--- src/rtl/spectrogram_column_engine_unit_assert.svh ---
// Assertion macros shared by the spectrogram column engine modules
`ifndef SPECTROGRAM_COLUMN_ENGINE_UNIT_ASSERT_SVH
`define SPECTROGRAM_COLUMN_ENGINE_UNIT_ASSERT_SVH

// Same-cycle implication, checked out of reset
`define SCE_ASSERT_IMP(lbl, ante, cons, msg) \
  lbl: assert property (@(posedge clk) disable iff (!rst_n) (ante) |-> (cons)) \
    else $error(msg);

// Next-cycle implication, checked out of reset
`define SCE_ASSERT_NXT(lbl, ante, cons, msg) \
  lbl: assert property (@(posedge clk) disable iff (!rst_n) (ante) |=> (cons)) \
    else $error(msg);

`endif

--- src/rtl/sce_pkg.sv ---
// Package: types, constants and table functions of the spectrogram column engine
`timescale 1ns / 1ps

package sce_pkg;

  localparam int FFT_N    = 128;
  localparam int FFT_LOG  = 7;
  localparam int HALF_N   = FFT_N / 2;
  localparam int FIFO_DEPTH = 4;

  // Butterfly datapath width (signed), power word width
  localparam int DW = 26;
  localparam int PW = 48;

  // 20log10(128) in 1/8 dB, full scale offset, floor for zero power
  localparam logic signed [12:0] NORM8     = 13'sd337;
  localparam logic signed [11:0] FULL8     = 12'sd722;
  localparam logic signed [11:0] FLOOR8    = -12'sd800;
  localparam logic [26:0]        DB_SCALE  = 27'd6165;
  localparam logic [26:0]        DB_ROUND  = 27'd32768;

  // Register indexes of the configuration port
  localparam logic [1:0] REG_HOP_LOG2 = 2'd0;
  localparam logic [1:0] REG_MIN_DB   = 2'd1;
  localparam logic [1:0] REG_MAX_DB   = 2'd2;

  localparam logic [2:0]        HOP_RST = 3'd5;
  localparam logic signed [8:0] MIN_RST = -9'sd100;
  localparam logic signed [8:0] MAX_RST = 9'sd0;

  typedef struct packed {
    logic signed [8:0] min_db;
    logic signed [8:0] max_db;
  } sce_cfg_t;

  typedef struct packed {
    logic [15:0] sample;
    logic [6:0]  pos;
    logic        capture;
  } sce_item_t;

  localparam logic [16:0] QSINE [33] = '{
    17'd0, 17'd1608, 17'd3212, 17'd4808, 17'd6393, 17'd7962, 17'd9512, 17'd11039,
    17'd12540, 17'd14010, 17'd15447, 17'd16846, 17'd18205, 17'd19520, 17'd20788,
    17'd22006, 17'd23170, 17'd24279, 17'd25330, 17'd26320, 17'd27246, 17'd28106,
    17'd28899, 17'd29622, 17'd30274, 17'd30853, 17'd31357, 17'd31786, 17'd32138,
    17'd32413, 17'd32610, 17'd32729, 17'd32768
  };

  // sin(2*pi*k/128) in Q1.15
  function automatic logic signed [16:0] sin_q15(input logic [6:0] k);
    logic [5:0]  idx;
    logic [16:0] v;
    idx = k[5] ? (6'd32 - {1'b0, k[4:0]}) : {1'b0, k[4:0]};
    v   = QSINE[idx];
    return k[6] ? -$signed(v) : $signed(v);
  endfunction

  function automatic logic signed [16:0] cos_q15(input logic [6:0] k);
    return sin_q15(k + 7'd32);
  endfunction

  // Periodic Hann window in Q1.15, 0 .. 32768
  function automatic logic [16:0] win_q15(input logic [6:0] k);
    logic signed [17:0] d;
    d = 18'sd32768 - 18'(cos_q15(k));
    return d[17:1];
  endfunction

  function automatic logic [6:0] bitrev7(input logic [6:0] k);
    logic [6:0] r;
    for (int b = 0; b < FFT_LOG; b++) begin
      r[FFT_LOG - 1 - b] = k[b];
    end
    return r;
  endfunction

endpackage

--- src/rtl/sce_if.sv ---
// Channel interfaces: sample input, pixel output and register write port
`timescale 1ns / 1ps

interface sce_in_if;
  logic        valid;
  logic        ready;
  logic [15:0] sample;
  modport source (output valid, output sample, input ready);
  modport sink   (input valid, input sample, output ready);
endinterface


interface sce_cfg_if;
  logic       valid;
  logic       ready;
  logic [1:0] index;
  logic [8:0] data;
  modport source (output valid, output index, output data, input ready);
  modport sink   (input valid, input index, input data, output ready);
endinterface

--- src/rtl/sce_front.sv ---
// Front end: register file, write position and frame-start classification
`timescale 1ns / 1ps

module sce_front (
  input  logic               clk,
  input  logic               rst_n,
  sce_in_if.sink             in_ch,
  sce_cfg_if.sink            cfg_ch,
  output logic               push_valid,
  output sce_pkg::sce_item_t push_item,
  input  logic               push_ready,
  output sce_pkg::sce_cfg_t  cfg
);
  import sce_pkg::*;

  logic [2:0]        hop_log2_r;
  logic signed [8:0] min_db_r;
  logic signed [8:0] max_db_r;
  logic [6:0]        pos_r;
  logic [6:0]        hop_mask;

  assign cfg_ch.ready = 1'b1;
  assign in_ch.ready  = push_ready;
  assign push_valid   = in_ch.valid;

  // Frame starts where the position is a multiple of the hop
  assign hop_mask            = 7'((8'd1 << hop_log2_r) - 8'd1);
  assign push_item.sample    = in_ch.sample;
  assign push_item.pos       = pos_r;
  assign push_item.capture   = ((pos_r & hop_mask) == 7'd0);

  assign cfg.min_db = min_db_r;
  assign cfg.max_db = max_db_r;

  // Take register writes; ignore indexes beyond the list
  always_ff @(posedge clk) begin
    if (!rst_n) begin
      hop_log2_r <= HOP_RST;
      min_db_r   <= MIN_RST;
      max_db_r   <= MAX_RST;
    end else if (cfg_ch.valid) begin
      case (cfg_ch.index)
        REG_HOP_LOG2: hop_log2_r <= cfg_ch.data[2:0];
        REG_MIN_DB:   min_db_r   <= $signed(cfg_ch.data);
        REG_MAX_DB:   max_db_r   <= $signed(cfg_ch.data);
        default:      ;
      endcase
    end
  end

  // Advance the write position on each accepted beat
  always_ff @(posedge clk) begin
    if (!rst_n) begin
      pos_r <= 7'd0;
    end else if (in_ch.valid && push_ready) begin
      pos_r <= pos_r + 7'd1;
    end
  end

endmodule

--- src/flat_wrapper.sv ---
// flat-port wrapper written by rule: the top's interface ports become plain ports
module sce_front_flat import sce_pkg::*;
  (clk, rst_n, push_valid, push_item, push_ready, cfg, in_ch_valid, in_ch_sample, in_ch_ready, cfg_ch_valid, cfg_ch_index, cfg_ch_data, cfg_ch_ready);
  sce_in_if in_ch_i ();
  sce_cfg_if cfg_ch_i ();
  input  logic clk;
  input  logic rst_n;
  output logic push_valid;
  output sce_pkg::sce_item_t push_item;
  input  logic push_ready;
  output sce_pkg::sce_cfg_t cfg;
  input wire logic [$bits(in_ch_i.valid)-1:0] in_ch_valid;
  input wire logic [$bits(in_ch_i.sample)-1:0] in_ch_sample;
  output wire logic [$bits(in_ch_i.ready)-1:0] in_ch_ready;
  input wire logic [$bits(cfg_ch_i.valid)-1:0] cfg_ch_valid;
  input wire logic [$bits(cfg_ch_i.index)-1:0] cfg_ch_index;
  input wire logic [$bits(cfg_ch_i.data)-1:0] cfg_ch_data;
  output wire logic [$bits(cfg_ch_i.ready)-1:0] cfg_ch_ready;
  assign in_ch_i.valid = in_ch_valid;
  assign in_ch_i.sample = in_ch_sample;
  assign in_ch_ready = in_ch_i.ready;
  assign cfg_ch_i.valid = cfg_ch_valid;
  assign cfg_ch_i.index = cfg_ch_index;
  assign cfg_ch_i.data = cfg_ch_data;
  assign cfg_ch_ready = cfg_ch_i.ready;
  sce_front u_core (.clk(clk), .rst_n(rst_n), .in_ch(in_ch_i), .cfg_ch(cfg_ch_i), .push_valid(push_valid), .push_item(push_item), .push_ready(push_ready), .cfg(cfg));
endmodule
--- config.mk ---
export PLATFORM = sky130hd
export DESIGN_NAME = sce_front_flat
export DESIGN_NICKNAME = d
export VERILOG_FILES = /design/src/rtl/spectrogram_column_engine_unit_assert.svh /design/src/rtl/sce_pkg.sv /design/src/rtl/sce_if.sv /design/src/rtl/sce_front.sv /design/src/flat_wrapper.sv
export SDC_FILE = /design/constraint.sdc
export NUM_CORES = 1
export LEC_CHECK = 0
export BUFFER_PORTS_ARGS = -buffer_cell sky130_fd_sc_hd__buf_2
export CAP_MARGIN = 40
export CORE_UTILIZATION = 48
export CTS_BUF_LIST = sky130_fd_sc_hd__clkbuf_2 sky130_fd_sc_hd__clkbuf_4 sky130_fd_sc_hd__clkbuf_8
export CTS_CLUSTER_DIAMETER = 50
export CTS_CLUSTER_SIZE = 30
export DETAILED_ROUTE_END_ITERATION = 6
export PLACE_DENSITY = 0.95
export REMOVE_ABC_BUFFERS = 1
export SKIP_CTS_REPAIR_TIMING = 1
export SLEW_MARGIN = 40
export SYNTH_ARGS = -nofsm -noshare
export SYNTH_HDL_FRONTEND = slang
export SYNTH_SLANG_ARGS = --single-unit
--- constraint.sdc ---
create_clock -name clk -period 2.9 [get_ports clk]
set_input_delay 0.725 -clock clk [delete_from_list [all_inputs] [get_ports clk]]
set_output_delay 0.725 -clock clk [all_outputs]
set_load 0.05 [all_outputs]
Yosys cells after proc, flatten, opt, wreduce, memory -nomap -nowiden
Index checks and enable logic that the tools add are counted.

operators by class
  shift operators = 1
  equality and inequality tests = 2
  bitwise operators = 1
  reduce and logical (&&, ||, !) cells = 6
  add/subtract/negate cells = 2

operator list
  operator                                                                number
  7-bit by 1-bit adder with 7-bit output (second input constant)          1
  7-bit bitwise AND                                                       1
  7-bit logical NOT                                                       1
  1-bit by 3-bit << shifter with 7-bit output (first input constant)      1
  7-bit by 1-bit subtractor with 7-bit output (second input constant)     1
  2-bit AND reduction                                                     3
  2-bit by 1-bit equality test with 1-bit output (second input constant)  1
  2-bit equality test (second input constant)                             1
  2-bit logical NOT                                                       1
  1-bit logical AND                                                       1

word-level totals
  output and inout port bits = 45
  flip-flop bits (word level) = 28
  logic and storage cells = 16

Depth between registers and ports, before layout
  depth in word-level cells = 4
  mapped depth = 4
  mapped depth without buffers = 4

Worst setup path after synthesis
Ideal clock, no wire load.

  kind = register to output
  from = register u_core.pos_r[0]
  to = output port push_item[0] (netlist name)
  slack = 0.450 ns
  data arrival time = 1.725 ns
  buffers on the path = 0
  stages on the path, launching flop included = 4
  cells stage by stage = dfxtp_1 -> nor4_1 -> o21ai_0 -> a21oi_1

RTL lines
  what                    line               RTL
  start, declared         sce_front.sv:19    logic [6:0] pos_r;
  start signal, assigned  sce_front.sv:56    pos_r <= pos_r + 7'd1;
  end, declared           flat_wrapper.sv:9  output sce_pkg::sce_item_t push_item;

==> flow_summary_export.csv <==
group,metric,value,unit
logic_synthesis,syn_area,1310,um^2
worst_setup_path,reg2regPathDepth,4,
grt,grt-ovfl-total,0,
die,fp.dieArea,2940,um^2
power_and_ir_drop,ir_worst_vdd,311,uV
worst_setup_path,rr_startpoint,"u_core.pos_r[0]",
sta,drv_slew,0,
worst_setup_path,crit_type,"register to output pin",
finish,syn2layout_area_growth,9.17,%
flow_run,drv_cap,0,
sta,timing.fmax,0.446,GHz
worst_setup_path,reg2reg_slack,1.52,ns
worst_hold_path,worst_hold_path.num_cells,2,
worst_setup_path,slowest_delay,0.40,ns
die,start_util,51.9,%
grt,antenna_found_initial,0,
outcome,status,"completed",
grt,grt_pass1_vias,885,
detailed_routing,drt_iter0_drc,12,
sta,period_share,77.4,%
sta,final-setup-viol-count,0,
worst_hold_path,min_to,"u_core.min_db_r[6]",
sta,fin_worst_skew,0.00453,ns
worst_setup_path,critPathBufInv,1,
sta,setup_tns,0,ns
detailed_routing,dr.pass1.iters,4,
grt,grt_max_degree,31,
finish,final_cell_mix,"43 x buf_2, 28 x dfxtp_1, 24 x nand2_1",
placed_design,dp_hpwl,1940,um
clocking,h-tree-depth,1,
die,io_pins,77,
clocking,cts_max_path_buffers,2,
detailed_routing,antenna_left,0,
worst_setup_path,worstSetupEndpointType,"output pin",
worst_setup_path,reg2reg_to,"u_core.pos_r[6]",
power_and_ir_drop,power_frac_seq,56.4,%
power_and_ir_drop,power_switching,0.208,mW
sta,setup_slack,0.656,ns
detailed_routing,routed_wl,2580,um
worst_setup_path,critPathRequiredTime,2.17,ns
die,fp.coreArea,2520,um^2
worst_setup_path,path_delay_family,"flip-flops",
finish,drive_above_1_share,29.0,%
logic_synthesis,synth_edf_count,0,
detailed_routing,wl_per_cell,12.9,um
grt,grt_usage,19.2,%
placed_design,finalWeightedCongestion,0.727,
clocking,clk_pin_slew_worst_paths,0.14,ns
logic_synthesis,syn_inst,146,
grt,gr-usage-met1,23.5,%
logic_synthesis,synth.avg_cell_area,8.97,um^2
worst_setup_path,path_cells,"nor4_1 -> o21ai_0 -> a21oi_1 -> buf_2",
worst_hold_path,hold_path_class,"register to register",
sta,maxSlewHeadroom,60.6,%
detailed_routing,vias_per_cell,5.13,
worst_setup_path,crit_slowest_cell,"dfxtp_1",
worst_setup_path,critPathMaxFanout,7,
placed_design,io_buffers,43,
logic_synthesis,synth_ff_type,"dfxtp_1",
finish,diodes,0,
clocking,numCtsBuffers,3,
sta,period_needed,2.24,ns
sta,worstMarginPinSlew,0.590,ns
die,die_width,54.2,um
logic_synthesis,yosysUniqueCellTypes,28,
power_and_ir_drop,leakagePower,0.681,nW
clocking,cts_sinks,28,
grt,grt_pass1_wl,4000,um
logic_synthesis,synth_seq_area_share,42.8,%
power_and_ir_drop,p_sw_share,28.8,%
detailed_routing,drc_errors,0,
logic_synthesis,yosysWarnings,0,
logic_synthesis,ys_ff_latch,28,
die,die_h,54.2,um
worst_setup_path,arrival,1.52,ns
sta,rsz0062_at_grt,"no",
power_and_ir_drop,pwr-share-clk,25.4,%
power_and_ir_drop,p_comb_share,18.2,%
worst_setup_path,critical_path.startpoint_type,"register",
finish,final_common_cell,"buf_2",
grt,gr-usage-met2,28.5,%
clocking,cts-root-buf,"clkbuf_4",
sta,hold_viol_final,0,
power_and_ir_drop,p_per_area,504,nW/um^2
clocking,cts_tree,"yes",
grt,grt.busiest_layer,"met2",
power_and_ir_drop,p_int,0.513,mW
detailed_routing,num_vias,1020,
clocking,clock_latency,0.32,ns
die,rows,18,
placed_design,pre_cts_ws,1.02,ns
grt,grtUsageMet3,9.44,%
worst_hold_path,hold_path_startpoint,"u_core.min_db_r[6]",
finish,nets,203,
logic_synthesis,synth-async-reset-ratio,0,%
==> worst max-delay path by stage <==
stage,from,to,depth (start not counted)
3_3_place_gp,u_core.pos_r[0],push_item[0],4
5_1_grt,u_core.pos_r[0],push_item[0],4
2_1_floorplan,u_core.pos_r[0],push_item[0],3
6_report,u_core.pos_r[0],push_item[0],4
4_1_cts,u_core.pos_r[0],push_item[0],4
3_5_place_dp,u_core.pos_r[0],push_item[0],4
==> worst register-to-register path, cell delays in order, from the launching register on <==
cell and delay (ns):
dfxtp_1 0.47, ha_1 0.22, nand3_1 0.13, or3_1 0.37, a21boi_1 0.13
==> sequential cells by signal, indices dropped and copies added (netlist names) <==
register / flops
u_core.hop_log2_r: 3
u_core.max_db_r: 9
u_core.min_db_r: 9
u_core.pos_r: 7
==> power by group through the flow <==
| stage | clock, mW | combinational (mW) | sequential (mW) |
|---|---|---|---|
| after floorplan | 0 | 0.0463 | 0.454 |
| after global placement | 0 | 0.130 | 0.414 |
| after detailed placement | 0 | 0.132 | 0.415 |
| after CTS | 0.188 | 0.132 | 0.407 |
| after global routing | 0.203 | 0.141 | 0.409 |
| final | 0.183 | 0.131 | 0.407 |
==> final cells by class <==
cell class	instances	area [um^2]
fill	248	1090
timing repair buffer	43	215
sequential	28	561
clock buffer	4	36.3
multi-input combinational	92	573
tap	30	37.5
inverter	2	7.51
==> metal layers <==
metal  up-vias  routed length, um
met3         2                273
met4         0                 13
li1        513                  -
met5         -                  0
met1       452               1220
met2        53               1070
==> cell families after synthesis <==
kind of cell | count (synthesis) | share of synthesized area (%)
other | 1 | 0.286
AND/OR/NAND/NOR | 59 | 23.3
XOR/XNOR | 2 | 1.34
buffers and inverters | 26 | 13.5
AO/OA/AOI/OAI | 15 | 7.16
flip-flops | 28 | 42.8
adder cells (fa/ha/maj) | 1 | 0.955
multiplexers | 14 | 10.7
==> stage by stage <==
step | utilization (%) | hold WS, ns | instance area (um^2) | power, mW | cells
floorplan | - | 0.463 | 1140 | 0.501 | 122
global placement | 55.3 | 0.446 | 1390 | 0.544 | 195
detailed placement | 55.3 | 0.453 | 1390 | 0.547 | 195
CTS | 56.7 | 0.478 | 1430 | 0.727 | 199
global route | 56.7 | 0.501 | 1430 | 0.753 | 199
finish | 56.7 | 0.475 | 1430 | 0.721 | 199
==> Yosys cell counts, types with 3 or more instances <==
| cell | number | area [um^2] |
|---|---|---|
| a21boi_0 | 5 | 37.5 |
| a21oi_1 | 4 | 20.0 |
| buf_2 | 3 | 15.0 |
| buf_4 | 20 | 150 |
| dfxtp_1 | 28 | 561 |
| mux2i_1 | 14 | 140 |
| nand2_1 | 24 | 90.1 |
| nand3_1 | 9 | 45.0 |
| nor2b_1 | 10 | 62.6 |
| o21ai_0 | 3 | 15.0 |
| or3_1 | 3 | 18.8 |
No activity file was read; power rests on OpenSTA's default activity.
