--- config.mk ---
export PLATFORM = sky130hd
export DESIGN_NAME = sce_fifo
export DESIGN_NICKNAME = d
export VERILOG_FILES = /design/src/rtl/sce_pkg.sv /design/src/rtl/sce_fifo.sv
export VERILOG_INCLUDE_DIRS = /design/src /design/src/rtl
export SDC_FILE = /design/constraint.sdc
export NUM_CORES = 1
export LEC_CHECK = 0
export BUFFER_PORTS_ARGS = -buffer_cell sky130_fd_sc_hd__buf_2
export CORE_MARGIN = 5
export CORE_UTILIZATION = 56
export CTS_CLUSTER_SIZE = 8
export DETAILED_ROUTE_END_ITERATION = 12
export PLACE_DENSITY_LB_ADDON = 0.12
export SKIP_LAST_GASP = 1
export SLEW_MARGIN = 25
export SYNTH_ARGS = -nofsm -noshare
export SYNTH_HDL_FRONTEND = slang
export SYNTH_SLANG_ARGS = --single-unit
--- constraint.sdc ---
create_clock -name clk -period 2.7 [get_ports clk]
set_input_delay 0.54 -clock clk [delete_from_list [all_inputs] [get_ports clk]]
set_output_delay 0.54 -clock clk [all_outputs]
set_load 0.005 [all_outputs]
--- src/rtl/spectrogram_column_engine_unit_assert.svh ---
// Assertion macros shared by the spectrogram column engine modules
`ifndef SPECTROGRAM_COLUMN_ENGINE_UNIT_ASSERT_SVH
`define SPECTROGRAM_COLUMN_ENGINE_UNIT_ASSERT_SVH

// Same-cycle implication, checked out of reset
`define SCE_ASSERT_IMP(lbl, ante, cons, msg) \
  lbl: assert property (@(posedge clk) disable iff (!rst_n) (ante) |-> (cons)) \
    else $error(msg);

// Next-cycle implication, checked out of reset
`define SCE_ASSERT_NXT(lbl, ante, cons, msg) \
  lbl: assert property (@(posedge clk) disable iff (!rst_n) (ante) |=> (cons)) \
    else $error(msg);

`endif

--- src/rtl/sce_pkg.sv ---
// Package: types, constants and table functions of the spectrogram column engine
`timescale 1ns / 1ps

package sce_pkg;

  localparam int FFT_N    = 128;
  localparam int FFT_LOG  = 7;
  localparam int HALF_N   = FFT_N / 2;
  localparam int FIFO_DEPTH = 4;

  // Butterfly datapath width (signed), power word width
  localparam int DW = 26;
  localparam int PW = 48;

  // 20log10(128) in 1/8 dB, full scale offset, floor for zero power
  localparam logic signed [12:0] NORM8     = 13'sd337;
  localparam logic signed [11:0] FULL8     = 12'sd722;
  localparam logic signed [11:0] FLOOR8    = -12'sd800;
  localparam logic [26:0]        DB_SCALE  = 27'd6165;
  localparam logic [26:0]        DB_ROUND  = 27'd32768;

  // Register indexes of the configuration port
  localparam logic [1:0] REG_HOP_LOG2 = 2'd0;
  localparam logic [1:0] REG_MIN_DB   = 2'd1;
  localparam logic [1:0] REG_MAX_DB   = 2'd2;

  localparam logic [2:0]        HOP_RST = 3'd5;
  localparam logic signed [8:0] MIN_RST = -9'sd100;
  localparam logic signed [8:0] MAX_RST = 9'sd0;

  typedef struct packed {
    logic signed [8:0] min_db;
    logic signed [8:0] max_db;
  } sce_cfg_t;

  typedef struct packed {
    logic [15:0] sample;
    logic [6:0]  pos;
    logic        capture;
  } sce_item_t;

  localparam logic [16:0] QSINE [33] = '{
    17'd0, 17'd1608, 17'd3212, 17'd4808, 17'd6393, 17'd7962, 17'd9512, 17'd11039,
    17'd12540, 17'd14010, 17'd15447, 17'd16846, 17'd18205, 17'd19520, 17'd20788,
    17'd22006, 17'd23170, 17'd24279, 17'd25330, 17'd26320, 17'd27246, 17'd28106,
    17'd28899, 17'd29622, 17'd30274, 17'd30853, 17'd31357, 17'd31786, 17'd32138,
    17'd32413, 17'd32610, 17'd32729, 17'd32768
  };

  // sin(2*pi*k/128) in Q1.15
  function automatic logic signed [16:0] sin_q15(input logic [6:0] k);
    logic [5:0]  idx;
    logic [16:0] v;
    idx = k[5] ? (6'd32 - {1'b0, k[4:0]}) : {1'b0, k[4:0]};
    v   = QSINE[idx];
    return k[6] ? -$signed(v) : $signed(v);
  endfunction

  function automatic logic signed [16:0] cos_q15(input logic [6:0] k);
    return sin_q15(k + 7'd32);
  endfunction

  // Periodic Hann window in Q1.15, 0 .. 32768
  function automatic logic [16:0] win_q15(input logic [6:0] k);
    logic signed [17:0] d;
    d = 18'sd32768 - 18'(cos_q15(k));
    return d[17:1];
  endfunction

  function automatic logic [6:0] bitrev7(input logic [6:0] k);
    logic [6:0] r;
    for (int b = 0; b < FFT_LOG; b++) begin
      r[FFT_LOG - 1 - b] = k[b];
    end
    return r;
  endfunction

endpackage

--- src/rtl/sce_fifo.sv ---
// Short queue between the front end and the back end
`timescale 1ns / 1ps

`include "spectrogram_column_engine_unit_assert.svh"

module sce_fifo (
  input  logic               clk,
  input  logic               rst_n,
  input  logic               push_valid,
  input  sce_pkg::sce_item_t push_item,
  output logic               push_ready,
  output logic               pop_valid,
  output sce_pkg::sce_item_t pop_item,
  input  logic               pop_ready
);
  import sce_pkg::*;

  localparam int AW = $clog2(FIFO_DEPTH);

  sce_item_t     mem_r [FIFO_DEPTH];
  logic [AW-1:0] wr_ptr_r;
  logic [AW-1:0] rd_ptr_r;
  logic [AW:0]   cnt_r;
  logic          push;
  logic          pop;

  assign push_ready = (cnt_r != (AW+1)'(FIFO_DEPTH));
  assign pop_valid  = (cnt_r != '0);
  assign pop_item   = mem_r[rd_ptr_r];
  assign push       = push_valid && push_ready;
  assign pop        = pop_valid && pop_ready;

  // Store entries
  always_ff @(posedge clk) begin
    if (push) begin
      mem_r[wr_ptr_r] <= push_item;
    end
  end

  // Move pointers and fill count
  always_ff @(posedge clk) begin
    if (!rst_n) begin
      wr_ptr_r <= '0;
      rd_ptr_r <= '0;
      cnt_r    <= '0;
    end else begin
      if (push) wr_ptr_r <= wr_ptr_r + AW'(1);
      if (pop)  rd_ptr_r <= rd_ptr_r + AW'(1);
      case ({push, pop})
        2'b10:   cnt_r <= cnt_r + (AW+1)'(1);
        2'b01:   cnt_r <= cnt_r - (AW+1)'(1);
        default: ;
      endcase
    end
  end

  `SCE_ASSERT_IMP(a_fifo_bound, 1'b1, cnt_r <= (AW+1)'(FIFO_DEPTH), "queue count over depth")
  `SCE_ASSERT_NXT(a_fifo_inc, push && !pop, cnt_r == $past(cnt_r) + (AW+1)'(1), "count missed push")
  `SCE_ASSERT_NXT(a_fifo_dec, pop && !push, cnt_r == $past(cnt_r) - (AW+1)'(1), "count missed pop")

endmodule

=== After elaboration in Yosys (flattened, before gate mapping) ===
Memory sizes are Yosys's and may differ from the RTL's. A register that Yosys moved wholly into a read port is not among the register bits.
Cells that the tools add are included.
Widths: inputs -> output; s select.

* Flip-flop bits (word level): 7
* Bits in writable memories: 96
* Output and inout bits: 26
* Word-level logic and storage cells: 20
* Memories: 1

{| class="wikitable"
|+ Memory list
! name !! words !! width !! read ports !! clocked after memory_dff !! write ports !! RTL line !! text
|-
| mem_r || 4 || 24 || 1 || 1 || 1 || sce_fifo.sv:20 || <nowiki>sce_item_t mem_r [FIFO_DEPTH];</nowiki>
|}

* $add $sub $neg: 4
* Eq/ne operators: 3
* Multiplexer cells: 5
* Reductions and logical operators: 4

{| class="wikitable"
|+ Operator list
! operator !! count
|-
| $pmux 3 s2 || 1
|-
| $add 2x1->2 const B || 2
|-
| $mux 2 || 2
|-
| $add 3x1->3 const B || 1
|-
| $ne 3x3->1 const B || 1
|-
| $reduce_bool 3->1 || 1
|-
| $sub 3x1->3 const B || 1
|-
| $eq 2x1->1 const B || 1
|-
| $eq 2x2->1 const B || 1
|-
| $logic_and 1x1->1 || 2
|-
| $mux 1 || 2
|-
| $reduce_bool 2->1 || 1
|}

=== Depth between registers and ports, before layout ===
Gate-level depths: netlist (run 1).

* Depth after elaboration: 4
* Gate-level depth with buffers: 9
* Gate-level depth less buffers: 9

=== Worst setup path after synthesis (run 1) ===
No wires, ideal clock.

* Path kind: input-to-reg
* Start: input port push_valid
* End: register cnt_r[2]
* Library setup time: 76 ps
* Arrival: 1,936 ps
* Data required time: 2,624 ps
* Slack: 688 ps
* Cell stages on the path: 8
* Path buffers: 0
* Path through: a21boi_2 inv_1 ha_1 inv_1 fa_1 xor2_1 or3_1 a21boi_0

* Cells in the longest elaborated chain, start to end: 3

{| class="wikitable"
|+ Ends and longest elaborated chain
! element !! RTL line !! text
|-
| start: declaration || sce_fifo.sv:9 || <nowiki>input logic push_valid,</nowiki>
|-
| $logic_and 1x1->1 (*) || sce_fifo.sv:30 || <nowiki>assign push = push_valid && push_ready;</nowiki>
|-
| $eq 2x1->1 / $eq 2x2->1 (equally long branches) || sce_fifo.sv:49 || <nowiki>case ({push, pop})</nowiki>
|-
| $pmux 3 s2 / $reduce_bool 2->1 (equally long branches) || -- ||
|-
| end signal: assignment || sce_fifo.sv:50 || <nowiki>2'b10: cnt_r <= cnt_r + (AW+1)'(1);</nowiki>
|-
| end signal: assignment || sce_fifo.sv:51 || <nowiki>2'b01: cnt_r <= cnt_r - (AW+1)'(1);</nowiki>
|-
| end: declaration || sce_fifo.sv:23 || <nowiki>logic [AW:0] cnt_r;</nowiki>
|}

Mark *: on every way between the ends. The rest lies on a longest branch, timed or not.
A chain may end at the register's enable or synchronous reset.

==> flow_summary.toml, run 1 <==
[clock_tree]
numCtsBuffers = 9
htree_levels = 3
cts.sinks = 105
cts_setup_buffers = 0
clk_latency_ns = 0.35
root_buffer = "clkbuf_8"
cts_resized = 0
clk_pin_slew_ns = 0.09
cts_buffer_depth = 2
cts_tree = "yes"
postCtsHoldBufs = 0

[worst_setup_path]
cp.arrival_ns = 1.82
startpoint_type = "flip-flop"
required_ns = 2.16
cpPeakStageDelay_ns = 0.59
criticalPathCategory = "reg2out"
crit_fanout = 14
path_cells = "buf_12, mux4_2, buf_2"
end_kind = "output pin"
path_delay_family = "flip-flops"
cpMaxStageDelayCell = "dfxtp_2"
critPathBufInv = 2

[synth]
synth_top_area_share_pct = 72.1
seq_area_frac_synth_pct = 76.6
synth_cells = 178
syn_avg_cell_area_um2 = 22.5
ys_ff_latch = 105
synth_top_area_cell = "edfxtp_1"
synth_warnings = 0
netlist_top_cells_area = "edfxtp_1 (72%), mux4_2 (11%), dfxtp_1 (4.5%)"
syn_nets = 212
synth_cell_types = 24
syn-cell-area_um2 = 4000

[timing]
fmax_mhz = 423
fin_crit_sh_pct = 87.6
fin_skew_ns = 0.0107
worstMarginPinSlew_ns = 0.403
finalMaxSlewViolations = 0
setup_tns_ns = 0
fin_crit_ns = 2.36
rsz0062_at_grt = "no"
setup-violations-final = 0
slew_headroom_pct = 73.1
hold_violations = 0

[layout]
insertedDiodeCount = 0
final_cell_mix = "edfxtp_1 (96), buf_2 (53), mux4_2 (20)"
fillers = 463
drive_above_1_share_pct = 39.8
nets = 278
postLayoutCellArea_um2 = 4590
area_delta_synth_final_pct = 14.8
final_common_cell = "edfxtp_1"

[drt]
drt_first_pass_iters = 4
vias = 1850
remaining_drc_errors = 0
drtIter0Drc = 111
drt_wl_total_um = 6520
antenna_left = 0
viasPerCell = 5.36
post_drt_wl_per_cell_um = 18.9

[min_path]
hold_class = "in2reg"

[placement]
place_congestion = 0.696
place_area_um2 = 4390
port_buffers = 53
dpl.hpwl_um = 4510

[die]
coreArea_um2 = 6870
start_util_pct = 58.2
dieWidth_um = 94.5
io_pins = 54
die_area_um2 = 8930
die_height_um = 94.5
rows = 30

[status]
status = "complete, no violations"

[global_route]
overflow = 0
grt_usage_pct = 16.0
antenna_found_initial = 0
grt_pass1_wl_um = 10400
grt_max_degree = 25
grt_pass1_vias = 1997

[power_and_ir_drop]
powerDensity_nw_per_um2 = 857
cellLeakagePower_nw = 1.57
vdd_drop_max_mv = 0.383

[flow_run]
maxCapViolCount = 0
-- power by group --
part / internal (W) / leakage (nW) / switching (W)
logic: 0.000520 / 0.524 / 0.000403
clock network: 0.000432 / 0.0881 / 0.000498
registers: 0.00196 / 0.955 / 0.000116
total: 0.00292 / 1.57 / 0.00102
-- final timing paths --
| path | from | end | slack [ns] | cells past startpoint |
|---|---|---|---|---|
| max reg2reg | cnt_r[0] | cnt_r[2] | 0.53 | 9 |
| max | flip-flop | pop_item[2] | 0.34 | 3 |
| min | push_item[8] | mem_r[2][8] | 0.41 | 1 |
| min reg2reg | wr_ptr_r[0] | wr_ptr_r[0] | 0.53 | 2 |
-- cell type report --
cell class                 instances  area (um2)  share of cell area [%]
clock inverter                     6        67.6                    1.47
multi-input combinational         60         842                    18.3
inverter                           6        22.5                   0.491
sequential                       105        3060                    66.8
clock buffer                      10         128                    2.78
timing repair buffer              62         345                    7.52
tap                               96         120                    2.62
-- cells in the mapped netlist, drive strengths merged --
library cell   n
nor2           1
mux2i          2
fa             1
nor2b          2
or3            2
xnor2          3
o31a           1
o21ai          2
nand2          6
buf            5
inv            6
a21boi         2
mux4          24
ha             5
edfxtp        96
and2           7
clkbuf         2
dfxtp          9
o311ai         1
xor2           1
-- cell families after synthesis --
kind of cell	synth area share, %
AND/OR/NAND/NOR	2.38
XOR/XNOR	0.877
adder cells (fa/ha/maj)	2.07
flip-flops	76.6
AO/OA/AOI/OAI	1.35
multiplexers	14.4
buffers and inverters	2.29
-- layer usage --
| metal | global-route usage, % | routed length, um | part of all wire [%] |
|---|---|---|---|
| met1 | 19.4 | 2540 | 39 |
| met2 | 27.8 | 3560 | 55 |
| met3 | 4.22 | 338 | 5.2 |
| met4 | 6.13 | 80 | 1.2 |
| met5 | 0 | 0 | 0 |
-- sequential cells by signal (all words and copies together), names as in the netlist, named ones only --
name	count
cnt_r	3
mem_r	96
rd_ptr_r	2
wr_ptr_r	2
-- metrics by stage --
stage          hold slack, ns  std cells  total power, W  setup slack, ns  utilization [%]
2_1_floorplan           0.468        178         0.00274            0.688                -
3_3_place_gp            0.479        329         0.00302            0.561             64.0
3_5_place_dp            0.515        329         0.00306            0.421             64.0
4_1_cts                 0.391        345         0.00398            0.281             66.8
5_1_grt                 0.383        345         0.00415            0.202             66.8
6_report                0.405        345         0.00393            0.335             66.8
Note: power is estimated with default switching activity, not from simulation.
==> inputs of run 2 (changes only) <==
- CELL_PAD_IN_SITES_DETAIL_PLACEMENT: unset -> 1
- CELL_PAD_IN_SITES_GLOBAL_PLACEMENT: unset -> 2
- CORE_UTILIZATION: 56 -> 44
==> run 2 against run 1 <==
- total power fell by 0.87%
- final cell count grew 2.9%
- non-clock buffer count decreased by 1
- maximum frequency up 0.62%
- critical path depth stayed put
- critical endpoint is now pop_item[18]
- largest cell class unchanged
- sequential share of layout area fell by 0.18 points
==> flow_summary.toml, run 2 (synthesis results as in run 1) <==
[status]
status = "complete, no violations"

[worst_setup_path]
r2r-end = "cnt_r[2]"
r2r_cells = 9
crit_fanout = 16
cpPeakStageDelay_ns = 0.53
path_cells = "buf_12, mux4_2, buf_2"
cpMaxStageDelayCell = "dfxtp_2"
end_kind = "output pin"
criticalPathCategory = "reg2out"
rrSetupSlack_ns = 0.56
startpoint_type = "flip-flop"
required_ns = 2.16
r2r_start = "cnt_r[1]"
cp.arrival_ns = 1.81

[drt]
viasPerCell = 5.23
vias = 1855
antenna_left = 0
drt_first_pass_iters = 4
drtIter0Drc = 73
post_drt_wl_per_cell_um = 20.1
drt_wl_total_um = 7140
remaining_drc_errors = 0

[timing]
slew_headroom_pct = 68.6
fin_crit_ns = 2.35
fin_crit_sh_pct = 87.0
setup_tns_ns = 0
rsz0062_at_grt = "no"
worstMarginPinSlew_ns = 0.471
holdWs_ns = 0.385
setup-violations-final = 0
finalMaxSlewViolations = 0
fmax_mhz = 426
fin_skew_ns = 0.00838
hold_violations = 0

[power_and_ir_drop]
p_sw_w = 0.00106
clkPwrFrac_pct = 22.4
p_sw_share_pct = 27.3
powerDensity_nw_per_um2 = 848
cellLeakagePower_nw = 1.56
power.internal_w = 0.00284
sequentialPowerShare_pct = 53.0
vdd_drop_max_mv = 0.333
pwr-share-comb_pct = 24.5

[clock_tree]
cts_setup_buffers = 0
cts.sinks = 105
postCtsHoldBufs = 0
clk_pin_slew_ns = 0.10
root_buffer = "clkbuf_8"
numCtsBuffers = 9
cts_buffer_depth = 2
cts_resized = 0
htree_levels = 3
clk_latency_ns = 0.36
cts_tree = "yes"

[die]
coreArea_um2 = 8810
start_util_pct = 45.4
dieWidth_um = 105
die_area_um2 = 11100
io_pins = 54
rows = 34
die_height_um = 105

[layout]
drive_above_1_share_pct = 40.1
largest_reg_flops = 96
fin_cells = 355
fillers = 799
final_cell_mix = "edfxtp_1 (96), buf_2 (53), mux4_2 (20)"
insertedDiodeCount = 0
area_delta_synth_final_pct = 15.2
largest_register = "mem_r"
post-route-util_pct = 52.3
final_common_cell = "edfxtp_1"
top_regs = "mem_r (96), cnt_r (3)"
nets = 277

[min_path]
holdCritStartpoint = "push_item[1]"
min_path_cells = 1
hold_class = "in2reg"
hold_end = "mem_r[0][1]"

[placement]
dp.cells = 340
place_congestion = 0.713
dpl.hpwl_um = 4960
port_buffers = 53

[global_route]
grt_pass1_wl_um = 11800
grt_pass1_vias = 2078
grt_max_degree = 25
antenna_found_initial = 0
overflow = 0
grt_usage_pct = 14.1

[flow_run]
maxCapViolCount = 0
run 2: cell types whose count changed in the layout (fill, tap and decap cells not counted), sizes merged:
cell | before | now
inv | 7 | 9
buf | 62 | 61
bufinv | 1 | 0
clkbuf | 10 | 9
clkinv | 1 | 0
run 2: area by class of cell:
cell class	count	area, um2	share of cell area, %
multi-input cells	60	842	18.3
repair buffers	61	363	7.88
clock buffers	9	124	2.69
clock inverters	6	51.3	1.11
well taps	108	135	2.94
inverters	6	22.5	0.489
flip-flops and latches	105	3060	66.6
run 2: layer usage:
metal	GRT usage, %	wire length, um	vias to the layer above
li1	-	-	849
met1	16.6	2860	950
met2	24.9	3850	45
met4	5.90	131	0
met3	3.42	293	11
met5	0	0	-
run 2: power groups by stage:
stage                     clock network (W)  logic, W  registers [W]
after floorplan                           0  0.000690        0.00205
after global placement                    0  0.000949        0.00209
after detailed placement                  0  0.000989        0.00211
after CTS                          0.000913  0.000992        0.00208
after global routing               0.000984   0.00106        0.00209
final                              0.000874  0.000957        0.00207
run 2: worst max-delay path by stage:
stage                     startpoint  slack (ns)  cells after the start           end
after global routing       flip-flop        0.22                      3  pop_item[18]
after CTS                  flip-flop        0.27                      3  pop_item[18]
after global placement    push_valid        0.55                      9      cnt_r[2]
final                      flip-flop        0.35                      3  pop_item[18]
after detailed placement  push_valid        0.44                      9      cnt_r[2]
after floorplan           push_valid        0.69                      8      cnt_r[2]
run 2: worst max-delay path, delay by kind of cell (launching register included):
family,cells,cell delay [ns]
buffers and inverters,2,0.38
flip-flops,1,0.53
multiplexers,1,0.53
run 2: through the flow:
stage          power [W]  cell area (um2)  setup slack [ns]
2_1_floorplan    0.00274             4000             0.688
3_5_place_dp     0.00310             4430             0.440
5_1_grt          0.00413             4600             0.223
4_1_cts          0.00398             4600             0.272
6_report         0.00390             4600             0.350
3_3_place_gp     0.00304             4430             0.549
==> inputs of run 3 (changes only) <==
- CORE_UTILIZATION: 44 -> 46
- CTS_BUF_LIST: unset -> sky130_fd_sc_hd__clkbuf_8
==> run 3 against run 2 <==
- first-iteration DRC count shrank 32%
- register-to-register slack hardly changed
- sequential power barely moved
- utilization grew 1.4 points
- setup slack got worse by 0.11 ns
- final cell count up 0.28%
- via count rose by 1.2%
- global-route usage is 0.71 points higher
- clock skew up 0.0010 ns
- critical path depth did not move
- non-clock buffer count is the same
- critical path type unchanged
==> flow_summary.toml, run 3 (synthesis results as in run 1) <==
[global_route]
grt_max_degree = 25
grt_usage_pct = 14.9
overflow = 0
grt_pass1_wl_um = 11200
antenna_found_initial = 0
grt_pass1_vias = 2095

[placement]
place_ws_ns = 0.434
dpl.hpwl_um = 4880
dp.cells = 340
place_congestion = 0.665
port_buffers = 53

[drt]
antenna_left = 0
post_drt_wl_per_cell_um = 20.4
drt_wl_total_um = 7250
drt_first_pass_iters = 4
remaining_drc_errors = 0
vias = 1878
viasPerCell = 5.28
drtIter0Drc = 50

[power_and_ir_drop]
powerDensity_nw_per_um2 = 871
vdd_drop_max_mv = 0.347
cellLeakagePower_nw = 1.58

[worst_setup_path]
rrSetupSlack_ns = 0.55
startpoint_type = "flip-flop"
cp.arrival_ns = 1.92
r2r-end = "cnt_r[2]"
r2r_cells = 9
cpMaxStageDelayCell = "dfxtp_2"
crit_fanout = 13
critPathBufInv = 2
required_ns = 2.16
r2r_start = "cnt_r[0]"
path_delay_family = "flip-flops"
path_cells = "buf_12, mux4_2, buf_2"
cpPeakStageDelay_ns = 0.65
criticalPathCategory = "reg2out"
end_kind = "output pin"

[flow_run]
maxCapViolCount = 0

[die]
io_pins = 54
dieWidth_um = 103
die_area_um2 = 10700
coreArea_um2 = 8590
die_height_um = 103
rows = 34
start_util_pct = 46.5

[min_path]
hold_end = "mem_r[2][9]"
hold_class = "in2reg"
min_path_cells = 1
holdCritStartpoint = "push_item[9]"

[layout]
area_delta_synth_final_pct = 15.4
multi_input_area_um2 = 842
largest_reg_flops = 96
final_common_cell = "edfxtp_1"
seq_area_um2 = 3060
insertedDiodeCount = 0
fin_cells = 356
fillers = 784
top_regs = "mem_r (96), cnt_r (3)"
drive_above_1_share_pct = 39.9
largest_register = "mem_r"
final_cell_mix = "edfxtp_1 (96), buf_2 (53), mux4_2 (20)"
nets = 277
post-route-util_pct = 53.7

[clock_tree]
cts_buffer_depth = 2
numCtsBuffers = 9
postCtsHoldBufs = 0
cts_resized = 0
root_buffer = "clkbuf_8"
clk_pin_slew_ns = 0.11
cts_tree = "yes"
cts.sinks = 105
cts_setup_buffers = 0
clk_latency_ns = 0.36
htree_levels = 3

[timing]
worstMarginPinSlew_ns = 0.495
slew_headroom_pct = 67.0
layout_setup_ws_ns = 0.243
setup_tns_ns = 0
fin_skew_ns = 0.00940
rsz0062_at_grt = "no"
finalMaxSlewViolations = 0
fin_crit_ns = 2.46
hold_violations = 0
fin_crit_sh_pct = 91.0
fmax_mhz = 407
setup-violations-final = 0

[status]
status = "complete, no violations"
run 3: changes by cell type in the layout (fill, tap and decap cells not counted), sizes merged:
| cell | previous run | this run |
|---|---|---|
| clkinv | 0 | 3 |
| clkinvlp | 3 | 0 |
| bufinv | 0 | 1 |
run 3: final cells by class:
class                           count  share of cell area [%]
Clock buffer                        9                    2.69
Clock inverter                      7                    1.90
Inverter                            6                   0.488
Multi-Input combinational cell     60                    18.3
Sequential cell                   105                    66.4
Tap cell                          108                    2.93
Timing Repair Buffer               61                    7.32
run 3: power by group:
part / internal (W) / switching, W
logic: 0.000517 / 0.000410
registers: 0.00197 / 0.000129
clock network: 0.000448 / 0.000551
run 3: worst reg2reg max path: stages (launching register included):
cell and delay [ns]:
dfxtp_1 0.40, nor2_1 0.19, a21boi_2 0.14, inv_1 0.09, ha_1 0.18, inv_1 0.06, fa_1 0.38, xor2_1 0.17
or3_1 0.32, a21boi_0 0.16
run 3: how the worst max path moves through the flow:
| stage | slack, ns | depth (start not counted) | end | start |
|---|---|---|---|---|
| final | 0.24 | 3 | pop_item[10] | flip-flop |
| after global routing | 0.11 | 3 | pop_item[8] | flip-flop |
| after CTS | 0.16 | 3 | pop_item[23] | flip-flop |
| after detailed placement | 0.43 | 9 | cnt_r[2] | push_valid |
| after global placement | 0.55 | 9 | cnt_r[2] | push_valid |
| after floorplan | 0.69 | 8 | cnt_r[2] | push_valid |
run 3: metal layers:
| layer | GRT usage, % | share of wire (%) | wire length, um | vias up |
|---|---|---|---|---|
| met5 | 0 | 0 | 0 | - |
| met4 | 6.27 | 1.5 | 106 | 0 |
| met3 | 2.88 | 3.9 | 286 | 10 |
| met2 | 26.8 | 55 | 3990 | 39 |
| met1 | 17.3 | 40 | 2880 | 982 |
| li1 | - | - | - | 847 |
run 3: metrics by stage:
stage	instance area (um2)	hold WS, ns	total power, W
floorplan	4000	0.468	0.00274
global placement	4400	0.481	0.00303
detailed placement	4400	0.514	0.00310
CTS	4610	0.366	0.00409
global route	4610	0.358	0.00425
finish	4610	0.384	0.00402
